<file path="src/rtl/hmr_pkg.sv">
// Shared types and constants of the HID message reassembler.
package hmr_pkg;

	localparam int REPORT_BYTES_DEF = 64;
	localparam int QUEUE_DEPTH = 4;

	localparam logic [0:0] REG_CHANNEL_ID = 1'd0;
	localparam logic [0:0] REG_BUFFER_CAPACITY = 1'd1;

	localparam logic [31:0] CHANNEL_ID_RESET = 32'hFFFF_FFFF;
	localparam logic [15:0] BUFFER_CAPACITY_RESET = 16'd0;

	localparam logic [7:0] TYPE_MASK = 8'h80;
	localparam logic [7:0] TYPE_INIT = 8'h80;
	localparam logic [7:0] TYPE_CONT = 8'h00;

	typedef enum logic [2:0] {
		SLOT_CHAN,
		SLOT_TYPE,
		SLOT_LEN_HI,
		SLOT_LEN_LO,
		SLOT_DATA
	} slot_t;

	typedef struct packed {
		logic       arm;
		logic       first;
		slot_t      slot;
		logic [1:0] chan_idx;
		logic [7:0] data;
	} entry_t;

endpackage

</file>
<file path="src/rtl/hmr_queue.sv">
// Short queue of classified report bytes between the front and back parts.
module hmr_queue (
	input  logic            clk,
	input  logic            arst_n,
	input  logic            push,
	input  hmr_pkg::entry_t push_entry,
	output logic            full,
	input  logic            pop,
	output logic            valid,
	output hmr_pkg::entry_t head
);
	localparam int PTR_W = $clog2(hmr_pkg::QUEUE_DEPTH);
	localparam int CNT_W = $clog2(hmr_pkg::QUEUE_DEPTH + 1);

	hmr_pkg::entry_t slots_q [hmr_pkg::QUEUE_DEPTH];
	logic [PTR_W-1:0] wr_ptr_q;
	logic [PTR_W-1:0] rd_ptr_q;
	logic [CNT_W-1:0] count_q;
	logic             do_push;
	logic             do_pop;

	assign full    = (count_q == CNT_W'(hmr_pkg::QUEUE_DEPTH));
	assign valid   = (count_q != '0);
	assign head    = slots_q[rd_ptr_q];
	assign do_push = push && !full;
	assign do_pop  = pop && valid;

	always_ff @(posedge clk) begin
		if (do_push) begin
			slots_q[wr_ptr_q] <= push_entry;
		end
	end

	always_ff @(posedge clk or negedge arst_n) begin
		if (!arst_n) begin
			wr_ptr_q <= '0;
			rd_ptr_q <= '0;
			count_q  <= '0;
		end else begin
			if (do_push) begin
				wr_ptr_q <= wr_ptr_q + PTR_W'(1);
			end
			if (do_pop) begin
				rd_ptr_q <= rd_ptr_q + PTR_W'(1);
			end
			if (do_push && !do_pop) begin
				count_q <= count_q + CNT_W'(1);
			end else if (do_pop && !do_push) begin
				count_q <= count_q - CNT_W'(1);
			end
		end
	end

endmodule

</file>
<file path="src/rtl/hmr_front.sv">
// Front part: accepts input transfers, tracks the report position and classifies each byte.
module hmr_front #(
	parameter int REPORT_BYTES = hmr_pkg::REPORT_BYTES_DEF
) (
	input  logic            clk,
	input  logic            arst_n,
	input  logic            in_valid,
	output logic            in_stall,
	input  logic            op,
	input  logic [7:0]      data_byte,
	input  logic            first_of_report,
	output logic            push,
	output hmr_pkg::entry_t push_entry,
	input  logic            queue_full
);
	localparam int POS_W = $clog2(REPORT_BYTES + 1);

	logic [POS_W-1:0] pos_q;
	logic [POS_W-1:0] cur_pos;
	logic             accept;
	logic             in_range;

	assign in_stall = queue_full;
	assign accept   = in_valid && !queue_full;
	assign cur_pos  = first_of_report ? '0 : pos_q;
	assign in_range = (cur_pos < POS_W'(REPORT_BYTES));
	assign push     = accept && (op || in_range);

	always_comb begin
		push_entry.arm      = op;
		push_entry.first    = first_of_report;
		push_entry.data     = data_byte;
		push_entry.chan_idx = cur_pos[1:0];
		if (cur_pos < POS_W'(4)) begin
			push_entry.slot = hmr_pkg::SLOT_CHAN;
		end else if (cur_pos == POS_W'(4)) begin
			push_entry.slot = hmr_pkg::SLOT_TYPE;
		end else if (cur_pos == POS_W'(5)) begin
			push_entry.slot = hmr_pkg::SLOT_LEN_HI;
		end else if (cur_pos == POS_W'(6)) begin
			push_entry.slot = hmr_pkg::SLOT_LEN_LO;
		end else begin
			push_entry.slot = hmr_pkg::SLOT_DATA;
		end
	end

	always_ff @(posedge clk or negedge arst_n) begin
		if (!arst_n) begin
			pos_q <= '0;
		end else if (accept && !op) begin
			pos_q <= in_range ? cur_pos + POS_W'(1) : cur_pos;
		end
	end

endmodule

</file>
<file path="src/rtl/hmr_back.sv">
// Back part: frame checks, message progress, configuration registers and the result register.
module hmr_back (
	input  logic            clk,
	input  logic            arst_n,
	input  logic            cfg_write,
	input  logic [0:0]      cfg_index,
	input  logic [31:0]     cfg_data,
	input  logic            queue_valid,
	input  hmr_pkg::entry_t head,
	output logic            pop,
	output logic            out_valid,
	input  logic            out_stall,
	output logic            byte_valid,
	output logic [7:0]      payload_byte,
	output logic [15:0]     byte_offset,
	output logic            message_done,
	output logic [15:0]     total_length,
	output logic [6:0]      command
);
	logic [31:0] channel_id_q;
	logic [15:0] capacity_q;

	logic        receiving_q, nx_receiving;
	logic        have_init_q, nx_have_init;
	logic [6:0]  cmd_q, nx_cmd;
	logic [15:0] length_q, nx_length;
	logic [15:0] recv_count_q, nx_recv_count;
	logic [6:0]  exp_seq_q, nx_exp_seq;
	logic        frame_skip_q, nx_frame_skip;
	logic        frame_is_init_q, nx_frame_is_init;
	logic [7:0]  length_high_q, nx_length_high;

	logic        res_valid;
	logic        res_byte_valid;
	logic [7:0]  res_byte;
	logic [15:0] res_offset;
	logic        res_done;
	logic [7:0]  want_byte;
	logic [15:0] recv_inc;

	logic        out_valid_q;
	logic        byte_valid_q;
	logic [7:0]  payload_byte_q;
	logic [15:0] byte_offset_q;
	logic        message_done_q;
	logic [15:0] total_length_q;
	logic [6:0]  command_q;

	assign pop      = queue_valid && (!out_valid_q || !out_stall);
	assign recv_inc = recv_count_q + 16'd1;

	always_comb begin
		case (head.chan_idx)
			2'd0:    want_byte = channel_id_q[31:24];
			2'd1:    want_byte = channel_id_q[23:16];
			2'd2:    want_byte = channel_id_q[15:8];
			default: want_byte = channel_id_q[7:0];
		endcase
	end

	always_comb begin
		nx_receiving     = receiving_q;
		nx_have_init     = have_init_q;
		nx_cmd           = cmd_q;
		nx_length        = length_q;
		nx_recv_count    = recv_count_q;
		nx_exp_seq       = exp_seq_q;
		nx_frame_skip    = frame_skip_q;
		nx_frame_is_init = frame_is_init_q;
		nx_length_high   = length_high_q;
		res_valid        = 1'b0;
		res_byte_valid   = 1'b0;
		res_byte         = 8'd0;
		res_offset       = 16'd0;
		res_done         = 1'b0;
		if (head.arm) begin
			nx_have_init     = 1'b0;
			nx_cmd           = 7'd0;
			nx_length        = 16'd0;
			nx_recv_count    = 16'd0;
			nx_exp_seq       = 7'd0;
			nx_frame_is_init = 1'b0;
			nx_length_high   = 8'd0;
			nx_receiving     = 1'b1;
			nx_frame_skip    = 1'b1;
		end else begin
			if (head.first) begin
				nx_frame_skip = 1'b0;
			end
			if (receiving_q && !nx_frame_skip) begin
				if (head.slot == hmr_pkg::SLOT_CHAN) begin
					if (head.data != want_byte) begin
						nx_frame_skip = 1'b1;
					end
				end else if (head.slot == hmr_pkg::SLOT_TYPE) begin
					if (!have_init_q) begin
						if ((head.data & hmr_pkg::TYPE_MASK) != hmr_pkg::TYPE_INIT) begin
							nx_frame_skip = 1'b1;
						end else begin
							nx_frame_is_init = 1'b1;
							nx_cmd           = head.data[6:0];
						end
					end else begin
						if (head.data != ({1'b0, exp_seq_q} | hmr_pkg::TYPE_CONT)) begin
							nx_frame_skip = 1'b1;
						end else begin
							nx_frame_is_init = 1'b0;
							nx_exp_seq       = exp_seq_q + 7'd1;
						end
					end
				end else if (frame_is_init_q && head.slot == hmr_pkg::SLOT_LEN_HI) begin
					nx_length_high = head.data;
				end else if (frame_is_init_q && head.slot == hmr_pkg::SLOT_LEN_LO) begin
					nx_length     = {length_high_q, head.data};
					nx_have_init  = 1'b1;
					nx_recv_count = 16'd0;
					nx_exp_seq    = 7'd0;
					if (nx_length == 16'd0) begin
						res_valid     = 1'b1;
						res_done      = 1'b1;
						nx_receiving  = 1'b0;
						nx_frame_skip = 1'b1;
					end
				end else if (recv_count_q < length_q) begin
					res_valid      = 1'b1;
					res_byte       = head.data;
					res_offset     = recv_count_q;
					res_byte_valid = (recv_count_q < capacity_q);
					nx_recv_count  = recv_inc;
					res_done       = (recv_inc == length_q);
					if (res_done) begin
						nx_receiving  = 1'b0;
						nx_frame_skip = 1'b1;
					end
				end
			end
		end
	end

	always_ff @(posedge clk or negedge arst_n) begin
		if (!arst_n) begin
			channel_id_q <= hmr_pkg::CHANNEL_ID_RESET;
			capacity_q   <= hmr_pkg::BUFFER_CAPACITY_RESET;
		end else if (cfg_write) begin
			unique case (cfg_index)
				hmr_pkg::REG_CHANNEL_ID:      channel_id_q <= cfg_data;
				hmr_pkg::REG_BUFFER_CAPACITY: capacity_q   <= cfg_data[15:0];
				default:                      ;
			endcase
		end
	end

	always_ff @(posedge clk or negedge arst_n) begin
		if (!arst_n) begin
			receiving_q     <= 1'b0;
			have_init_q     <= 1'b0;
			cmd_q           <= 7'd0;
			length_q        <= 16'd0;
			recv_count_q    <= 16'd0;
			exp_seq_q       <= 7'd0;
			frame_skip_q    <= 1'b0;
			frame_is_init_q <= 1'b0;
			length_high_q   <= 8'd0;
		end else if (pop) begin
			receiving_q     <= nx_receiving;
			have_init_q     <= nx_have_init;
			cmd_q           <= nx_cmd;
			length_q        <= nx_length;
			recv_count_q    <= nx_recv_count;
			exp_seq_q       <= nx_exp_seq;
			frame_skip_q    <= nx_frame_skip;
			frame_is_init_q <= nx_frame_is_init;
			length_high_q   <= nx_length_high;
		end
	end

	always_ff @(posedge clk or negedge arst_n) begin
		if (!arst_n) begin
			out_valid_q <= 1'b0;
		end else if (pop && res_valid) begin
			out_valid_q <= 1'b1;
		end else if (!out_stall) begin
			out_valid_q <= 1'b0;
		end
	end

	always_ff @(posedge clk) begin
		if (pop && res_valid) begin
			byte_valid_q   <= res_byte_valid;
			payload_byte_q <= res_byte;
			byte_offset_q  <= res_offset;
			message_done_q <= res_done;
			total_length_q <= nx_length;
			command_q      <= nx_cmd;
		end
	end

	assign out_valid    = out_valid_q;
	assign byte_valid   = byte_valid_q;
	assign payload_byte = payload_byte_q;
	assign byte_offset  = byte_offset_q;
	assign message_done = message_done_q;
	assign total_length = total_length_q;
	assign command      = command_q;

endmodule

</file>
<file path="src/rtl/hid_message_reassembler_top.sv">
// Top level of the HID message reassembler.
// The block takes one report byte or arm command per clock and gives at most one result per
// byte, so it sustains one transfer per cycle on both sides while the output is not stalled.
// The front part counts the byte's position in the report and classifies it as it is accepted,
// and the byte, unless past the report's end, is written into a four-entry queue at that edge.
// The back part, which holds all message state, takes the byte from the queue when the result
// register is empty or being taken and registers any result there, so a result passes the queue
// and the result register before it is offered. The input stalls only when the queue is full,
// which happens while a result waits on a stalled output. After reset the channel is broadcast
// (all ones) and the buffer capacity is zero; write the registers only while the block is idle.
module hid_message_reassembler_top #(
	parameter int REPORT_BYTES = hmr_pkg::REPORT_BYTES_DEF
) (
	input  logic        clk,
	input  logic        arst_n,
	input  logic        cfg_write,
	input  logic [0:0]  cfg_index,
	input  logic [31:0] cfg_data,
	input  logic        in_valid,
	output logic        in_stall,
	input  logic        op,
	input  logic [7:0]  data_byte,
	input  logic        first_of_report,
	output logic        out_valid,
	input  logic        out_stall,
	output logic        byte_valid,
	output logic [7:0]  payload_byte,
	output logic [15:0] byte_offset,
	output logic        message_done,
	output logic [15:0] total_length,
	output logic [6:0]  command
);
	logic            push;
	hmr_pkg::entry_t push_entry;
	logic            queue_full;
	logic            queue_valid;
	logic            pop;
	hmr_pkg::entry_t head;

	hmr_front #(
		.REPORT_BYTES(REPORT_BYTES)
	) u_front (
		.clk            (clk),
		.arst_n         (arst_n),
		.in_valid       (in_valid),
		.in_stall       (in_stall),
		.op             (op),
		.data_byte      (data_byte),
		.first_of_report(first_of_report),
		.push           (push),
		.push_entry     (push_entry),
		.queue_full     (queue_full)
	);

	hmr_queue u_queue (
		.clk       (clk),
		.arst_n    (arst_n),
		.push      (push),
		.push_entry(push_entry),
		.full      (queue_full),
		.pop       (pop),
		.valid     (queue_valid),
		.head      (head)
	);

	hmr_back u_back (
		.clk         (clk),
		.arst_n      (arst_n),
		.cfg_write   (cfg_write),
		.cfg_index   (cfg_index),
		.cfg_data    (cfg_data),
		.queue_valid (queue_valid),
		.head        (head),
		.pop         (pop),
		.out_valid   (out_valid),
		.out_stall   (out_stall),
		.byte_valid  (byte_valid),
		.payload_byte(payload_byte),
		.byte_offset (byte_offset),
		.message_done(message_done),
		.total_length(total_length),
		.command     (command)
	);

endmodule

</file>
<file path="config.mk">
export PLATFORM = sky130hd
export DESIGN_NAME = hid_message_reassembler_top
export DESIGN_NICKNAME = d
export VERILOG_FILES = /design/src/rtl/hmr_pkg.sv /design/src/rtl/hmr_queue.sv /design/src/rtl/hmr_front.sv /design/src/rtl/hmr_back.sv /design/src/rtl/hid_message_reassembler_top.sv
export SDC_FILE = /design/constraint.sdc
export NUM_CORES = 1
export LEC_CHECK = 0
export BUFFER_PORTS_ARGS = -buffer_cell sky130_fd_sc_hd__buf_2
export CAP_MARGIN = 20
export CORE_MARGIN = 4
export CORE_UTILIZATION = 46
export CTS_CLUSTER_SIZE = 14
export DETAILED_ROUTE_END_ITERATION = 12
export SLEW_MARGIN = 20
export SYNTH_ARGS = -nofsm -noshare
export SYNTH_HDL_FRONTEND = slang
export SYNTH_SLANG_ARGS = --single-unit
export TNS_END_PERCENT = 5
</file>
<file path="constraint.sdc">
create_clock -name clk -period 10.59 [get_ports clk]
set_input_delay 1.059 -clock clk [delete_from_list [all_inputs] [get_ports clk]]
set_output_delay 1.059 -clock clk [all_outputs]
set_load 0.01 [all_outputs]
</file>
# Word-level counts from Yosys, hierarchy flattened
# Memory sizes are Yosys's and may differ from the RTL's.
# Index checks and enable logic that the tools add are counted.
[totals]
wordCells = 194
input_bits = 48
reg_bits = 170
memories = 1
ramBits = 60
output_inout_bits = 51
[op_classes]
addsub = 7
mux = 92
bitwise = 3
n_reduce_logical = 44
order_cmp = 4
eq_ne = 21
[mem_list]
columns = ["memory", "depth", "word_bits", "rd", "rd_clocked_by_memory_dff", "wr", "line", "text"]
rows = [
  ["u_queue.slots_q", 4, 15, 1, 0, 1, "hmr_queue.sv:15", "hmr_pkg::entry_t slots_q [hmr_pkg::QUEUE_DEPTH];"],
]
[ops]
columns = ["operator", "count"]
rows = [
  ["16-bit two-way mux", 13],
  ["7-bit two-way mux", 16],
  ["1-bit two-way mux", 51],
  ["8-bit two-way mux", 5],
  ["16-bit less-than comparator", 2],
  ["8-bit one-hot mux with 3 select lines", 1],
  ["7-bit by 3-bit equality test with 1-bit output, second input constant", 3],
  ["3-bit two-way mux", 6],
  ["6-bit AND reduction", 3],
  ["16-bit by 1-bit adder with 16-bit output, second input constant", 1],
  ["16-bit equality test", 1],
  ["16-bit logical NOT", 1],
  ["3-bit nonzero test", 5],
  ["7-bit by 1-bit adder with 7-bit output, second input constant", 2],
  ["1-bit logical AND", 12],
  ["2-bit nonzero test", 5],
  ["3-bit inequality test, second input constant", 3],
  ["8-bit by 7-bit inequality test with 1-bit output", 1],
  ["8-bit inequality test", 1],
  ["8-bit AND reduction", 1],
  ["1-bit logical NOT", 7],
  ["7-bit by 3-bit less-than comparator with 1-bit output, second input constant", 1],
  ["7-bit less-than comparator, second input constant", 1],
  ["7-bit AND reduction", 1],
  ["other kinds (19)", 28],
]

# Depth between registers and ports, before layout
# An unclocked memory read counts as a cell.
[logic_depth]
depth_word = 11
depth_mapped = 12
depth_no_buf = 10

# Cells and area by module
# From an unflattened synthesis, not the netlist that was laid out.
[unflattened]
hier_cells = 934
hier_area_um2 = 11493.5
[modules_own_cells]
columns = ["mod", "seq_area_each_um2", "n_inst", "area_each_um2", "cells_per_inst"]
rows = [
  ["hmr_back", 4189.0, 1, 8318.0, 751],
  ["hmr_queue", 1976.9, 1, 2636.3, 114],
  ["hmr_front", 175.2, 1, 539.3, 69],
]

# Worst setup path after synthesis
# Ideal clock, no wire load.
[synth_path]
path_type = "flip-flop to flip-flop"
startpoint = "register u_queue.rd_ptr_q[0]"
endpoint = "register u_back.byte_offset_q[0], in the netlist u_back.byte_offset[0] (enable)"
slack_ns = 5.890
arrival_ns = 4.248
path_stages_with_launch = 10
path_cell_list = "dfrtp_1 buf_6 buf_8 mux4_2 nor4_2 nand4b_1 or4_1 nor2_2 inv_2 a211oi_2"
[synth_via]
elab_chain_len = 10
word_cells_on_any_way = 20
[synth_lines]
columns = ["item", "line", "text"]
rows = [
  ["start, declared", "hmr_queue.sv:17", "logic [PTR_W-1:0] rd_ptr_q;"],
  ["start signal, assigned", "hmr_queue.sv:44", "rd_ptr_q <= rd_ptr_q + PTR_W'(1);"],
  ["memory read 4 x 15 bit (*)", "n/a", ""],
  ["16-bit logical NOT / 3-bit by 2-bit equality test with 1-bit output (equally long branches)", "hmr_back.sv:118, hmr_back.sv:113", ""],
  ["1-bit two-way mux / 1-bit logical AND (equally long branches)", "hmr_back.sv:118, hmr_back.sv:113", ""],
  ["1-bit two-way mux", "hmr_back.sv:113", "end else if (frame_is_init_q && head.slot == hmr_pkg::SLOT_LEN_LO) begin"],
  ["1-bit two-way mux", "hmr_back.sv:111", "end else if (frame_is_init_q && head.slot == hmr_pkg::SLOT_LEN_HI) begin"],
  ["1-bit two-way mux", "hmr_back.sv:95", "end else if (head.slot == hmr_pkg::SLOT_TYPE) begin"],
  ["1-bit two-way mux", "hmr_back.sv:91", "if (head.slot == hmr_pkg::SLOT_CHAN) begin"],
  ["1-bit two-way mux", "hmr_back.sv:90", "if (receiving_q && !nx_frame_skip) begin"],
  ["1-bit two-way mux (*)", "hmr_back.sv:76", "if (head.arm) begin"],
  ["1-bit logical AND (*)", "hmr_back.sv:188", "if (pop && res_valid) begin"],
  ["end signal, assigned", "hmr_back.sv:191", "byte_offset_q <= res_offset;"],
  ["end, declared", "hmr_back.sv:44", "logic [15:0] byte_offset_q;"],
]
# Every way passes the cells marked *; elsewhere a longest branch is shown, timed or not. The select of a mux whose other input is x is not followed.
# A chain may end at the register's enable or synchronous reset.

# Final worst setup path
[layout_path]
startpoint = "register u_queue.rd_ptr_q[0]"
endpoint = "register u_back.command_q[6], in the netlist u_back.command[6] (enable)"
[layout_via]
elab_chain_len = 10
word_cells_on_any_way = 20
[layout_lines]
columns = ["item", "line", "text"]
rows = [
  ["memory read 4 x 15 bit (*)", "n/a", ""],
  ["16-bit logical NOT / 3-bit by 2-bit equality test with 1-bit output (equally long branches)", "hmr_back.sv:118, hmr_back.sv:113", ""],
  ["1-bit two-way mux / 1-bit logical AND (equally long branches)", "hmr_back.sv:118, hmr_back.sv:113", ""],
  ["1-bit two-way mux", "hmr_back.sv:113", ""],
  ["1-bit two-way mux", "hmr_back.sv:111", ""],
  ["1-bit two-way mux", "hmr_back.sv:95", ""],
  ["1-bit two-way mux", "hmr_back.sv:91", ""],
  ["1-bit two-way mux", "hmr_back.sv:90", ""],
  ["1-bit two-way mux (*)", "hmr_back.sv:76", ""],
  ["1-bit logical AND (*)", "hmr_back.sv:188", ""],
  ["end signal, assigned", "hmr_back.sv:194", "command_q <= nx_cmd;"],
  ["end, declared", "hmr_back.sv:47", "logic [6:0] command_q;"],
]
# Marked as above.

==> summary.md <==
| Metric | Value |
|---|---|
| Run status | `complete, no violations` |
| Setup TNS | `0 ps` |
| Syn Inst Count | `923` |
| Vias per cell | `5.46` |
| Crit Path Max Fanout | `37` |
| Commonest non-fill, non-tap cell in the layout | `edfxtp_1` |
| Clk_skew | `19.4 ps` |
| Root buffer cell | `clkbuf_16` |
| Core area | `0.0243 sq mm` |
| Setup crit start kind | `flop` |
| CP cell instances | `mux4_1 -> nor4_2 -> nand4b_1 -> or4_1 -> nor2_2 -> inv_2 -> a211oi_4 -> buf_4` |
| Setup WS post-layout | `6170 ps` |
| Post-place instance area | `0.0121 sq mm` |
| Worst R2R Path Depth | `8` |
| Tmin final | `4420 ps` |
| Yosys top cell by area | `edfxtp_1` |
| Max stage delay on crit path | `950 ps` |
| Post-CTS setup buffer count | `0` |
| Die Area | `0.0272 sq mm` |
| Largest net degree at the start of global routing | `64` |
| Yosys warns | `0` |
| Post-synth top flop | `edfxtp_1` |
| Layout cells sized above 1 | `24.7%` |
| Syn nets | `1014` |
| Power per standard cell area | `243 mW/mm^2` |
| Seq cells post-synth | `230` |
| CTS tree | `built` |
| Hold Crit Depth | `2` |
| Worst skew pair latency | `520 ps` |
| Mapped cell area | `0.0113 sq mm` |
| Initial Util | `46.7%` |
| FP Rows | `57` |
| DR pass1 iterations | `5` |
| Post-synth EDFFs | `109` |
| Unrepaired setup endpoints after global routing | `no` |
| Util after Layout | `53.2%` |
| Critical-path top delay cell | `dfrtp_1` |
| Final nets | `1103` |
| Setup WS pre-CTS | `5870 ps` |
| Vias in the first global route | `7376` |
| Final number of setup-violating endpoints | `0` |
| Via count | `7389` |
| FFs w/ async S/R, synth | `52.6%` |
| Antenna violations before repair | `0` |
| CTS H-tree lvls | `1` |
| Drt total wl | `25900 um` |
| Iter 0 DRT Violations | `550` |
| Die width | `165 um` |
| Cts repair resizes | `0` |
| Synth top area share | `28.8%` |
| CP Class | `reg -> reg` |
| Overall power | `3.15 mW` |
| Fin crit share | `41.7%` |
| Post-DP HPWL | `18300 um` |
| Worst EP arrival | `4590 ps` |
| Antenna Violating Nets Remaining | `0` |
| Total global routing track utilization | `19.3%` |
| Top post-synthesis cells by area | `edfxtp_1 29%, dfrtp_1 20%, dfstp_2 7.4%, mux2_2 5.2%, ha_1 4.6%` |
| Most frequent cells in the layout | `109 x edfxtp_1, 97 x buf_2, 89 x dfrtp_1, 64 x nand2_1, 61 x nor2_1` |
| Worst Path Required | `10760 ps` |
| Worst Setup SP | `u_queue.rd_ptr_q[0]` |
| Clock tree buffer depth | `3` |
| Sequential area share after synthesis | `55.9%` |
| Die H | `165 um` |
| Max-cap check violation count | `0` |
| Gp weighted congestion | `0.856` |
| Max-slew headroom | `38.2%` |
| Worst R2R Start | `u_queue.rd_ptr_q[0]` |
| Fin. Hold Viols | `0` |
| Grt total ovfl | `0` |
| I/O Buffers | `98` |
| Ant. Diodes | `0` |
| Finished Layout Cells | `1354` |
| Final Instance Area | `0.0129 sq mm` |
| Area Overhead vs Synth | `14.0%` |
| CTS clk-pin slew, worst paths | `70 ps` |
| Max IR drop VDD | `154 uV` |
| CP Capture Type | `flop` |
| Netlist cell types | `67` |
| Hold slack | `480 ps` |
| Leakage | `5.34 nW` |
| Worst-Margin Slew | `927 ps` |
| Hold_buf cts | `0` |
| Fmax | `0.226 GHz` |
| Hold Crit Class | `reg -> reg` |
| Hold_sp | `u_back.cmd_q[3]` |
| DR DRC count | `0` |
| Max-slew violation count | `0` |
| Avg Cell Area, Syn | `12.3 sq um` |
| TritonCTS Buffers | `24` |
| First-pass GRT wire length | `41300 um` |
| Placed cell count | `1310` |
| Ports | `99` |
| Routed len/inst | `19.2 um` |
| CTS Sinks | `230` |
==> kinds of logic after synthesis <==
| family | after synthesis | share of synthesized area (%) |
|---|---|---|
| AO/OA/AOI/OAI | 152 | 9.17 |
| XOR/XNOR | 44 | 3.40 |
| adder cells (fa/ha/maj) | 43 | 4.81 |
| buffers and inverters | 94 | 3.47 |
| flip-flops | 230 | 55.9 |
| multiplexers | 110 | 12.2 |
| AND/OR/NAND/NOR | 250 | 11.1 |
==> power by group <==
group          internal [mW]  leakage [nW]  switching (mW)
Clock                  0.525         0.406           0.345
Sequential              1.13          2.53          0.0989
Combinational          0.386          2.41           0.662
Total                   2.04          5.34            1.11
==> layout make-up <==
type / instances / area [sq um]
Tap cell: 324 / 405
Inverter: 51 / 191
Multi-Input combinational cell: 599 / 4620
Timing Repair Buffer: 106 / 553
Clock buffer: 31 / 678
Clock inverter: 13 / 144
Fill cell: 2163 / 11400
Sequential cell: 230 / 6340
==> critical path: cells and delay by family (launching register included) <==
kind                   cells  cell delay, ps
muxes                      1             840
AOI/OAI and AO/OA          1             730
DFF                        1             950
buffers and inverters      2             600
and+or+nand+nor            4             910
==> synth_stat cells (4+ instances only) <==
master and instances:
a211oi_1 4, a21o_1 17, a21oi_1 27, a22o_1 9
and2_1 25, and3_1 4, buf_1 4, buf_2 7
clkbuf_1 25, dfrtp_1 89, dfstp_2 32, edfxtp_1 109
ha_1 42, inv_1 48, mux2_2 52, mux2i_1 42
mux4_1 4, mux4_2 12, nand2_1 64, nand2b_1 13
nand3_1 12, nand3b_1 4, nand4_1 16, nor2_1 61
nor2b_1 12, nor3_1 12, nor4_1 8, o211ai_1 6
o21ai_0 31, o22ai_1 6, o31ai_1 26, or3_1 4
xnor2_1 36, xor2_1 8
==> final timing paths <==
check / endpoint / slack [ps]
max: u_back.command[6] / 6170
min: u_back.cmd_q[3] / 480
max reg2reg: u_back.command[6] / 6170
min reg2reg: u_back.cmd_q[3] / 480
max in group asynchronous: u_front.pos_q[3] / 8630
min in group asynchronous: u_back.recv_count_q[7] / 610
==> metal layers <==
metal / GRT usage [%] / part of all wire [%]
met1: 28.4 / 46
met2: 30.5 / 47
met3: 2.43 / 4.5
met4: 5.29 / 2.5
met5: 0 / 0
==> sequential cells by signal (all words and copies together), names as in the netlist, 8 cells and up <==
register              count
u_back.payload_byte       8
u_back.total_length      16
u_back.channel_id_q      32
u_back.recv_count_q      16
u_back.length_q          16
u_back.byte_offset       16
u_back.capacity_q        16
u_back.length_high_q      8
u_queue.slots_q          60
(Power assumes the default switching activity.)
